File: config.mk
export PLATFORM = sky130hd
export DESIGN_NAME = spsu_ctrl
export DESIGN_NICKNAME = d
export VERILOG_FILES = /design/src/spsu_pkg.sv /design/src/spsu_ctrl.sv
export SDC_FILE = /design/constraint.sdc
export NUM_CORES = 1
export LEC_CHECK = 0
export ABC_AREA = 1
export CAP_MARGIN = 20
export CORE_MARGIN = 4
export CORE_UTILIZATION = 39
export CTS_CLUSTER_DIAMETER = 30
export DETAILED_ROUTE_END_ITERATION = 12
export DONT_BUFFER_PORTS = 1
export SLEW_MARGIN = 25
export SYNTH_ARGS = -nofsm -noshare
export SYNTH_HDL_FRONTEND = slang
export SYNTH_SLANG_ARGS = --single-unit
File: constraint.sdc
create_clock -name clk -period 1.9 [get_ports clk]
set_clock_uncertainty 0.15 [all_clocks]
set_input_delay 0.285 -clock clk [delete_from_list [all_inputs] [get_ports clk]]
set_output_delay 0.285 -clock clk [all_outputs]
set_load 0.02 [all_outputs]
File: src/spsu_pkg.sv
// Shared types and constants for the sparse perceptron score and update block.
// Holds field widths, the default table size and the controller to datapath
// command and status words. No dependencies.
package spsu_pkg;

    localparam int FEATURE_COUNT_DEF = 4096;
    localparam int IDX_W             = 12;
    localparam int WORD_W            = 32;
    localparam int WIDE_W            = 48;
    localparam int FRAC_W            = 16;

    typedef struct packed {
        logic clear;
        logic load;
        logic mul1;
        logic acc;
        logic delta;
        logic mul2;
        logic write;
        logic emit;
    } spsu_cmd_t;

    typedef struct packed {
        logic clear_done;
        logic op;
        logic last;
        logic out_free;
    } spsu_sts_t;

endpackage

File: src/spsu_ctrl.sv
// Controller of the sparse perceptron block: sequences the table clear,
// the multiply and accumulate steps and the result word. Depends on
// spsu_pkg and drives the command word of spsu_dp.
module spsu_ctrl (
    input  logic                clk,
    input  logic                rst_n,
    input  logic                in_valid,
    output logic                in_stall,
    input  spsu_pkg::spsu_sts_t sts,
    output spsu_pkg::spsu_cmd_t cmd
);
    import spsu_pkg::*;

    typedef enum logic [7:0] {
        ST_CLEAR = 8'b0000_0001,
        ST_IDLE  = 8'b0000_0010,
        ST_MUL   = 8'b0000_0100,
        ST_ACC   = 8'b0000_1000,
        ST_DELTA = 8'b0001_0000,
        ST_MUL2  = 8'b0010_0000,
        ST_WRITE = 8'b0100_0000,
        ST_EMIT  = 8'b1000_0000
    } spsu_state_t;

    spsu_state_t state_reg;
    spsu_state_t state_next;

    always_comb
    begin
        state_next = state_reg;
        case (state_reg)
            ST_CLEAR:
            begin
                if (sts.clear_done)
                begin
                    state_next = ST_IDLE;
                end
            end
            ST_IDLE:
            begin
                if (in_valid)
                begin
                    state_next = ST_MUL;
                end
            end
            ST_MUL:
            begin
                state_next = sts.op ? ST_DELTA : ST_ACC;
            end
            ST_ACC:
            begin
                state_next = sts.last ? ST_EMIT : ST_IDLE;
            end
            ST_DELTA:
            begin
                state_next = ST_MUL2;
            end
            ST_MUL2:
            begin
                state_next = ST_WRITE;
            end
            ST_WRITE:
            begin
                state_next = sts.last ? ST_EMIT : ST_IDLE;
            end
            ST_EMIT:
            begin
                if (sts.out_free)
                begin
                    state_next = ST_IDLE;
                end
            end
            default:
            begin
                state_next = ST_IDLE;
            end
        endcase
    end

    always_ff @(posedge clk or negedge rst_n)
    begin
        if (!rst_n)
        begin
            state_reg <= ST_CLEAR;
        end
        else
        begin
            state_reg <= state_next;
        end
    end

    always_comb
    begin
        cmd.clear = (state_reg == ST_CLEAR);
        cmd.load  = (state_reg == ST_IDLE) && in_valid;
        cmd.mul1  = (state_reg == ST_MUL);
        cmd.acc   = (state_reg == ST_ACC);
        cmd.delta = (state_reg == ST_DELTA);
        cmd.mul2  = (state_reg == ST_MUL2);
        cmd.write = (state_reg == ST_WRITE);
        cmd.emit  = (state_reg == ST_EMIT) && sts.out_free;
    end

    assign in_stall = (state_reg != ST_IDLE);

`ifndef SYNTHESIS
    a_emit_waits: assert property (@(posedge clk) disable iff (!rst_n)
        (state_reg == ST_EMIT) && !sts.out_free |=> (state_reg == ST_EMIT))
        else $error("Left the result state while the output word was full.");

    a_load_starts: assert property (@(posedge clk) disable iff (!rst_n)
        cmd.load |=> (state_reg == ST_MUL))
        else $error("Accepted word did not start the multiply step.");

    a_last_emits: assert property (@(posedge clk) disable iff (!rst_n)
        ((state_reg == ST_ACC) || (state_reg == ST_WRITE)) && sts.last
        |=> (state_reg == ST_EMIT))
        else $error("Last word of a run did not produce a result.");
`endif

endmodule

==> qor.yml <==
synth_top_family_by_area: "simple AND/OR/NAND/NOR gates"
synth_xor_area_share_pct: 0
clock_latency_ps: 260
synthesis.area_um2: 537
io_pins: 16
rsz0062_at_grt: "false"
fin_cells: 95
start_util_pct: 41.3
drv_cap: 0
place_congestion: 0.714
gr-usage-all-layers_pct: 11.9
cts_made_buffers: 3
area_delta_synth_final_pct: 18.6
clk_pin_slew_ps: 60
critPathLaunchType: "flip-flop"
placed_cells: 88
drcViolationCount: 0
hold_viol: 0
syn_inst: 71
startpoint: "state_reg[5]$_DFFE_PN0P_"
vias_per_cell: 4.54
muxShareOfSynthArea_pct: 0
timing.rr.start: "state_reg[5]$_DFFE_PN0P_"
finalCritPeriodShare_pct: 95.2
syn_avg_cell_area_um2: 7.56
cp.required_ps: 1460
ys_warn_count: 0
crit_path_end_kind: "output port"
clock-sinks: 8
die_w_um: 45.1
io_buffers: 0
diodes: 0
grt.overflow.total: 0
cts_setup_buffers: 0
worst_slew_pin_slew_ps: 374
reg2reg_depth: 8
drt_iter0_markers: 6
synth_nets: 78
wl_per_cell_um: 10.6
clk_path_buf_depth: 2
fin_setup_tns_ps: 0
totalWireLength_um: 1010
ys_ff_latch: 8
ys_types: 17
cts_root_buf: "clkbuf_4"
finalCriticalPeriod_ps: 1810
core_um2: 1300
nets: 88
placed_area_um2: 571
ir_worst_vdd_uv: 772
synth-simple-area-share_pct: 49.2
cellPowerDensity_nw_per_um2: 1220
cts_tree: "built"
power.leakage_uw: 0.000316
hold_path.class: "input pin to flip-flop"
antenna_found_initial: 0
clock.fmax_mhz: 553
fillCellCount: 145
arrival_ps: 1370
area.sequential_um2: 201
ys_seq_area_share_pct: 37.5
min_delay_path_depth: 2
place_hpwl_um: 849
drive_gt1_share_pct: 31.3
setup_violations: 0
synth_fa_ha_area_share_pct: 0
rows: 13
multiInputGateArea_um2: 285
grt_pass1_wl_um: 1760
outcome: "finished, final reports clean"
die_area_um2: 2030
first_global_vias: 421
final_common_cell: "inv_1"
final_cell_mix: "inv_1, nor2_1, nand2_1"
grt_max_degree: 9
synth-compound-area-share_pct: 2.10
slew_headroom_pct: 75.0
crit_type: "flip-flop to output port"
largest_register_ffs: 8
ant_nets: 0
dr.pass1.iters: 3
h-tree-depth: 1
cp_max_fo: 4
via_count: 431
slew_viol_final: 0
worstHoldStart: "sts[3]"
die_y_um: 45.1
final_area_um2: 637
final_util_pct: 48.9
through the flow:
stage | power, uW | worst slack, ps | hold slack [ps]
6_report | 780 | 90.9 | 22.4
5_1_grt | 841 | 11.1 | 30.8
3_3_place_gp | 626 | 269 | -160
2_1_floorplan | 557 | 267 | -161
3_5_place_dp | 632 | 260 | -160
4_1_cts | 794 | 55.2 | 12.6
layer usage:
layer,vias up,GRT usage [%],share of wire (%)
met1,183,14.5,47
met4,0,8.77,1.7
met5,-,0,0
met2,15,17.5,44
li1,231,-,-
met3,2,3.59,7.6
cell type report:
class | instances | share of cell area, %
multi-input cells | 47 | 44.8
flip-flops and latches | 8 | 31.6
inverters | 16 | 9.43
repair buffers | 5 | 7.07
clock buffers | 4 | 4.13
well taps | 15 | 2.95
cell usage after synthesis:
| library cell | count | area (um2) |
|---|---|---|
| nor3b_2 | 1 | 12.5 |
| nand3b_1 | 1 | 7.51 |
| o22ai_1 | 1 | 6.26 |
| nand3_1 | 4 | 20.0 |
| nor2_4 | 5 | 56.3 |
| nor2_2 | 6 | 37.5 |
| nor2_1 | 13 | 48.8 |
| o21ai_1 | 1 | 5.00 |
| nor3_2 | 1 | 10.0 |
| nand2_4 | 2 | 22.5 |
| inv_2 | 1 | 3.75 |
| dfstp_2 | 1 | 26.3 |
| nor3_1 | 1 | 5.00 |
| inv_1 | 15 | 56.3 |
| dfrtp_1 | 7 | 175 |
| nand2_1 | 10 | 37.5 |
| nand2_2 | 1 | 6.26 |
power by group:
group | switching (uW) | total, uW | internal [uW] | leakage, uW
Clock | 61.3 | 142 | 80.6 | 0.0000150
Combinational | 259 | 397 | 139 | 0.000198
Sequential | 37.0 | 241 | 204 | 0.000104
repair_timing:
| action | 4_1_cts | 5_1_grt |
|---|---|---|
| hold buffers | 3 | 0 |
| hold endpoints to repair | 11 | 0 |
| resized for setup | 2 | 1 |
| setup endpoints to repair | 2 | 1 |
critical path: stages (launching register included):
cell and delay, ps:
dfrtp_1 410, nor2_4 160, nand2_4 80, nor2_2 150
inv_1 90, nor2_2 220
worst paths after layout:
kind	end	slack [ps]
max	cmd[6]	90
min	state_reg[0]$_DFFE_PN1P_	20
max reg2reg	state_reg[1]$_DFFE_PN0P_	350
min reg2reg	state_reg[0]$_DFFE_PN1P_	470
max in group asynchronous	state_reg[0]$_DFFE_PN1P_	1060
min in group asynchronous	state_reg[4]$_DFFE_PN0P_	230
kinds of logic after synthesis:
group | after synthesis
simple gates | 45
compound gates | 2
flops | 8
buf+inv | 16
Power figures use the tool's default switching activity.
